<file path="src/rtl/core/bpf_pkg.sv">
// Shared constants, types and register codes for the biquad peaking filter.
package bpf_pkg;

    localparam int SAMPLE_BITS = 24;
    localparam int CHANNELS    = 2;
    localparam int CHAN_W      = (CHANNELS > 1) ? $clog2(CHANNELS) : 1;
    localparam int COEF_W      = 32;
    localparam int FRAC_BITS   = 24;
    localparam int PROD_W      = COEF_W + SAMPLE_BITS;
    localparam int ACC_W       = PROD_W + 3;

    localparam int DATA_W      = 32;
    localparam int REG_COUNT   = 5;
    localparam int REG_IDX_W   = $clog2(REG_COUNT);
    localparam int ADDR_W      = REG_IDX_W + 2;

    localparam int QUEUE_DEPTH = 2;
    localparam int QPTR_W      = (QUEUE_DEPTH > 1) ? $clog2(QUEUE_DEPTH) : 1;
    localparam int QCNT_W      = $clog2(QUEUE_DEPTH + 1);

    localparam logic signed [ACC_W-1:0] ROUND_BIAS =
        ACC_W'(64'sd1 <<< (FRAC_BITS - 1));
    localparam logic signed [ACC_W-1:0] SAT_MAX_ACC =
        ACC_W'((64'sd1 <<< (SAMPLE_BITS - 1)) - 64'sd1);
    localparam logic signed [ACC_W-1:0] SAT_MIN_ACC =
        ACC_W'(-(64'sd1 <<< (SAMPLE_BITS - 1)));
    localparam logic signed [SAMPLE_BITS-1:0] SMP_MAX = {1'b0, {(SAMPLE_BITS-1){1'b1}}};
    localparam logic signed [SAMPLE_BITS-1:0] SMP_MIN = {1'b1, {(SAMPLE_BITS-1){1'b0}}};

    localparam logic signed [COEF_W-1:0] COEF_ONE  = COEF_W'(64'sd1 <<< FRAC_BITS);
    localparam logic signed [COEF_W-1:0] COEF_ZERO = '0;

    typedef enum logic [REG_IDX_W-1:0] {
        REG_B0 = 3'd0,
        REG_B1 = 3'd1,
        REG_B2 = 3'd2,
        REG_A1 = 3'd3,
        REG_A2 = 3'd4
    } t_reg_idx;

    typedef struct packed {
        logic signed [COEF_W-1:0] b0;
        logic signed [COEF_W-1:0] b1;
        logic signed [COEF_W-1:0] b2;
        logic signed [COEF_W-1:0] a1;
        logic signed [COEF_W-1:0] a2;
    } t_coefs;

    typedef struct packed {
        logic signed [SAMPLE_BITS-1:0] sample;
        logic [CHAN_W-1:0]             chan;
    } t_item;

endpackage

</file>
<file path="src/rtl/core/bpf_front.sv">
// Input side: accepts samples, maps the channel tag and queues the items.
module bpf_front (
    input  logic                              i_clk,
    input  logic                              i_rst_n,
    input  logic                              i_in_valid,
    output logic                              o_in_stall,
    input  logic signed [bpf_pkg::SAMPLE_BITS-1:0] i_sample_in,
    input  logic                              i_chan,
    output logic                              o_q_valid,
    output bpf_pkg::t_item                    o_q_item,
    input  logic                              i_q_pop
);
    import bpf_pkg::*;

    t_item             r_mem [QUEUE_DEPTH];
    logic [QPTR_W-1:0] r_wr_ptr, n_wr_ptr;
    logic [QPTR_W-1:0] r_rd_ptr, n_rd_ptr;
    logic [QCNT_W-1:0] r_count,  n_count;
    logic              push;
    t_item             item_in;

    // chan modulo CHANNELS: a one-bit tag is already in range unless there
    // is only a single channel.
    assign item_in.sample = i_sample_in;
    assign item_in.chan   = (CHANNELS > 1) ? CHAN_W'(i_chan) : '0;

    assign o_in_stall = (r_count == QCNT_W'(QUEUE_DEPTH));
    assign push       = i_in_valid & ~o_in_stall;
    assign o_q_valid  = (r_count != '0);
    assign o_q_item   = r_mem[r_rd_ptr];

    always_comb begin
        n_wr_ptr = r_wr_ptr;
        n_rd_ptr = r_rd_ptr;
        n_count  = r_count;
        if (push) begin
            n_wr_ptr = (r_wr_ptr == QPTR_W'(QUEUE_DEPTH - 1)) ? '0 : r_wr_ptr + 1'b1;
        end
        if (i_q_pop) begin
            n_rd_ptr = (r_rd_ptr == QPTR_W'(QUEUE_DEPTH - 1)) ? '0 : r_rd_ptr + 1'b1;
        end
        priority if (push && !i_q_pop) begin
            n_count = r_count + 1'b1;
        end else if (!push && i_q_pop) begin
            n_count = r_count - 1'b1;
        end
    end

    always_ff @(posedge i_clk) begin
        if (!i_rst_n) begin
            r_wr_ptr <= '0;
            r_rd_ptr <= '0;
            r_count  <= '0;
        end else begin
            r_wr_ptr <= n_wr_ptr;
            r_rd_ptr <= n_rd_ptr;
            r_count  <= n_count;
        end
    end

    always_ff @(posedge i_clk) begin
        if (push) begin
            r_mem[r_wr_ptr] <= item_in;
        end
    end

endmodule

</file>
<file path="config.mk">
export PLATFORM = sky130hd
export DESIGN_NAME = bpf_front
export DESIGN_NICKNAME = d
export VERILOG_FILES = /design/src/rtl/core/bpf_pkg.sv /design/src/rtl/core/bpf_front.sv
export SDC_FILE = /design/constraint.sdc
export NUM_CORES = 1
export LEC_CHECK = 0
export ABC_CLOCK_PERIOD_IN_PS = 6000
export BUFFER_PORTS_ARGS = -buffer_cell sky130_fd_sc_hd__buf_2
export CAP_MARGIN = 20
export CORE_UTILIZATION = 35
export DETAILED_ROUTE_END_ITERATION = 10
export PLACE_DENSITY_LB_ADDON = 0.25
export SLEW_MARGIN = 20
export SYNTH_ARGS = -nofsm -noshare
export SYNTH_HDL_FRONTEND = slang
export SYNTH_SLANG_ARGS = --single-unit
</file>
<file path="constraint.sdc">
create_clock -name i_clk -period 6 [get_ports i_clk]
set_input_delay 1.2 -clock i_clk [delete_from_list [all_inputs] [get_ports i_clk]]
set_output_delay 1.2 -clock i_clk [all_outputs]
set_load 0.02 [all_outputs]
</file>
# After elaboration in Yosys (flattened, before gate mapping)

Memory sizes are Yosys's and may differ from the RTL's. A register that Yosys moved wholly into a read port is not among the register bits.
Cells that the tools add are included.
W data, S select, Z words.

$add $sub $neg: 4
Eq/ne operators: 1
Muxes and demuxes: 8
Bitwise logic cells: 2
Reduce and logical (&&, ||, !) cells: 6

Operators with widths:

| operator              | count |
|---|---|
| $mux W1               | 6 |
| $mux W2               | 2 |
| $reduce_bool A2 Y1    | 2 |
| $add A1 B1 Y1 const B | 2 |
| $add A2 B1 Y2 const B | 1 |
| $eq A2 B2 Y1 const B  | 1 |
| $logic_and A1 B1 Y1   | 2 |
| $logic_not A1 Y1      | 2 |
| $sub A2 B1 Y2 const B | 1 |
| $and A1 B1 Y1         | 1 |
| $not A1 Y1            | 1 |

Register bits: 4
Bits in writable memories: 50
Input bits: 29
Output and inout port bits: 27
Memories: 1

Memories:

| memory | words | width | read ports | clocked after memory_dff | write ports | RTL line        | RTL |
|---|---|---|---|---|---|---|---|
| r_mem  | 2     | 25    | 1          | 1                        | 1           | bpf_front.sv:15 | `t_item r_mem [QUEUE_DEPTH];` |

# Logic depth before layout (Yosys ltp)

Depth after elaboration: 7
Depth in mapped cells: 7
Mapped depth without buffers: 7

# Worst setup path after synthesis

No wires, ideal clock.

Path kind: input to register
Start: input port i_in_valid
End: memory r_mem[0][0] in the netlist's numbering, enable pin
Library setup time: 0.405 ns
Arrival: 2.310 ns
Setup slack: 3.286 ns
Cell stages on the path: 2
Path buffers: 0
Cell sequence: inv_1 -> nor3_2

Word-level cells in the longest chain between the ends: 3

Ends and longest elaborated chain:

| element                       | RTL line        | RTL |
|---|---|---|
| start: declaration            | bpf_front.sv:5  | `input logic i_in_valid,` |
| $and A1 B1 Y1                 | bpf_front.sv:28 | `assign push = i_in_valid & ~o_in_stall;` |
| $mux W1                       | bpf_front.sv:62 | `if (push) begin` |
| $mux W1 (implied by the code) | bpf_front.sv:63 | `r_mem[r_wr_ptr] <= item_in;` |
| end: declaration              | bpf_front.sv:15 |  |

Every way passes these cells.

==> run_results.csv <==
group,metric,value,unit
power_and_ir_drop,seqPwrFrac,0.588,
final_layout,final_common_cell,"buf_2",
routing,drtAntennaViolNets,0,
routing,vias,1051,
cts,clkTransAtPathRegs,80,ps
grt,antenna_found_initial,0,
final_layout,fin_cells,237,
power_and_ir_drop,leakage,0.9446,nW
final_layout,drive_above_1_share,0.5455,
worst_setup_path,crit_required,4800,ps
timing,maxSlewViolCount,0,
timing,slew_headroom,0.6018,
die,coreArea,5574,um^2
final_layout,diodes,0,
worst_setup_path,arrival,1570,ps
hold_path,whs_endpoint,"r_count[1]",
worst_setup_path,path_class,"reg2out",
die,start_util,0.3675,
place,dp.cells,229,
timing,rsz0062_at_grt,"no",
worst_setup_path,reg2reg_slack,4220,ps
job,cap_violations,0,
timing,max_freq,361.0,MHz
power_and_ir_drop,p_per_area,329.0,nW/um^2
status,status,"finished clean",
cts,cts.repair.resized,0,
timing,finClkSkew,2.973,ps
timing,worst_pin_slew,597.3,ps
grt,grt_overflow,0,
routing,routed_wl,3278,um
cts,clock_latency,290,ps
worst_setup_path,cp_max_fo,25,
routing,drtIter0Drc,46,
timing,layout_worst_path_cycle_share,0.4617,
die,rows,27,
timing,holdWs,568.3,ps
grt,grt_usage,0.1153,
routing,via_per_inst,4.435,
power_and_ir_drop,switching_share,0.2550,
power_and_ir_drop,internal_power,0.6100,mW
routing,drcViolationCount,0,
hold_path,min_path_cells,2,
place,gp_congestion,0.6425,
timing,setup_viol_count_final,0,
cts,clock-root-buffer,"clkbuf_8",
synthesis,ys_types,22,
hold_path,hold_path.class,"reg2reg",
final_layout,register_area,1603,um^2
place,place_hpwl,2340,um
die,io_pins,56,
die,dieArea,6162,um^2
final_layout,utilization,0.4465,
timing,fin_tns_setup,0,ps
timing,hold_viol,0,
cts,clk_path_buf_depth,2,
final_layout,finalNetCount,194,
grt,grt_pass1_vias,1171,
final_layout,layout_common_cells,"buf_2 (55), edfxtp_1 (50), mux2_2 (23)",
die,die_w,78.50,um
die,die_y,78.50,um
cts,cts_setup_buffers,0,
timing,fin_crit,2770,ps
grt,grt_max_degree,26,
cts,clock-sinks,55,
worst_setup_path,end_kind,"output pin",
hold_path,min-delay-start,"r_count[1]",
synthesis,syn_inst,103,
cts,htreeDepth,2,
final_layout,nFillCells,523,
synthesis,avgSynthCellArea,19.89,um^2
worst_setup_path,reg2reg_depth,3,
synthesis,ys.warnings.count,0,
routing,wl_per_cell,13.83,um
cts,hold_buffers,0,
place,numPortBuffers,55,
cts,cts_tree,"done",
power_and_ir_drop,p_sw,0.2088,mW
power_and_ir_drop,pwr-share-comb,0.186,
worst_setup_path,r2r-end,"r_mem[1][8]",
synthesis,syn_area,2048,um^2
synthesis,syn-num-nets,133,
synthesis,ys_seq_area_frac,0.7819,
final_layout,syn_to_final_growth,21.50,%
final_layout,multi_input_comb_area,414.1,um^2
routing,firstDrtPassIters,4,
worst_setup_path,r2r_start,"r_count[0]",
power_and_ir_drop,p_clk_frac,0.226,
synthesis,ys_ff_latch,55,
grt,grt_pass1_wl,5181,um
power_and_ir_drop,p_total,0.8187,mW
power_and_ir_drop,ir_worst_vdd,0.0001424,V
cts,cts_buffers,5,
worst_setup_path,cp-start-kind,"flop",
## metrics by stage
| stage | setup WS [ps] | area, um^2 |
|---|---|---|
| 4_1_cts | 2790 | 2487 |
| 3_3_place_gp | 3162 | 2407 |
| 2_1_floorplan | 3286 | 2048 |
| 5_1_grt | 3105 | 2489 |
| 3_5_place_dp | 3110 | 2407 |
| 6_report | 3230 | 2489 |
## synthesized netlist by cell type
cell type / count / area, um^2
nor2_1: 1 / 3.750
buf_6: 2 / 22.52
a21boi_1: 1 / 7.510
xnor2_1: 1 / 8.760
nor3_2: 1 / 10.01
a21boi_0: 1 / 7.510
and3_1: 1 / 6.260
xor2_1: 2 / 17.52
buf_2: 1 / 5.000
o21ai_0: 1 / 5.000
mux2_2: 23 / 259.0
or3_1: 1 / 6.260
o21a_1: 1 / 7.510
ha_1: 1 / 12.51
and2_1: 3 / 18.77
dfxtp_1: 5 / 100.1
inv_2: 1 / 3.750
edfxtp_1: 50 / 1501
nand2b_2: 1 / 8.760
inv_1: 2 / 7.510
or2_2: 1 / 6.260
mux2_1: 2 / 22.52
## worst max-delay path, cell delays in order, from the launching register on
cell and delay (ps):
dfxtp_2 700, mux2_2 410, buf_2 160
## worst max-delay path by stage
stage | startpoint | to | slack (ps) | depth (start not counted)
2_1_floorplan | i_in_valid | r_mem[0][0] | 3290 | 2
3_3_place_gp | flop | o_q_item[9] | 3160 | 2
3_5_place_dp | flop | o_q_item[9] | 3110 | 2
4_1_cts | flop | o_q_item[9] | 2790 | 2
5_1_grt | flop | o_q_item[9] | 3110 | 2
6_report | flop | o_q_item[10] | 3230 | 2
## power by group through the flow
stage	sequential [mW]	combinational [mW]	clock, mW
after floorplan	0.480	0.109	0
after global placement	0.488	0.150	0
after detailed placement	0.491	0.155	0
after CTS	0.482	0.156	0.191
after global routing	0.486	0.164	0.206
final	0.481	0.152	0.185
## per-layer routing
metal | up-vias | routed length, um | share of wire | track usage
met4 | 0 | 44 | 0.013 | 0.05000
li1 | 509 | - | - | -
met3 | 4 | 135 | 0.041 | 0.03023
met5 | - | 0 | 0 | 0
met1 | 510 | 1264 | 0.39 | 0.1152
met2 | 28 | 1833 | 0.56 | 0.2209
## logic make-up after synthesis
| logic type | share of synthesized area |
|---|---|
| flip-flops | 0.7819 |
| multiplexers | 0.1374 |
| AND/OR/NAND/NOR | 0.02933 |
| buffers and inverters | 0.01893 |
| AO/OA/AOI/OAI | 0.01344 |
| XOR/XNOR | 0.01283 |
| adder cells (fa/ha/maj) | 0.006108 |
## state kept, by name, summed over array words and instances, names as in the netlist, named ones only
| signal | flops |
|---|---|
| r_mem | 50 |
| r_wr_ptr | 1 |
| r_count | 2 |
| r_rd_ptr | 1 |
## final cells by class
class | count | area share
clock buffers | 8 | 0.03218
flip-flops and latches | 55 | 0.6440
inverters | 3 | 0.004525
well taps | 72 | 0.03620
multi-input cells | 42 | 0.1664
repair buffers | 57 | 0.1166
(Power assumes the default switching activity.)
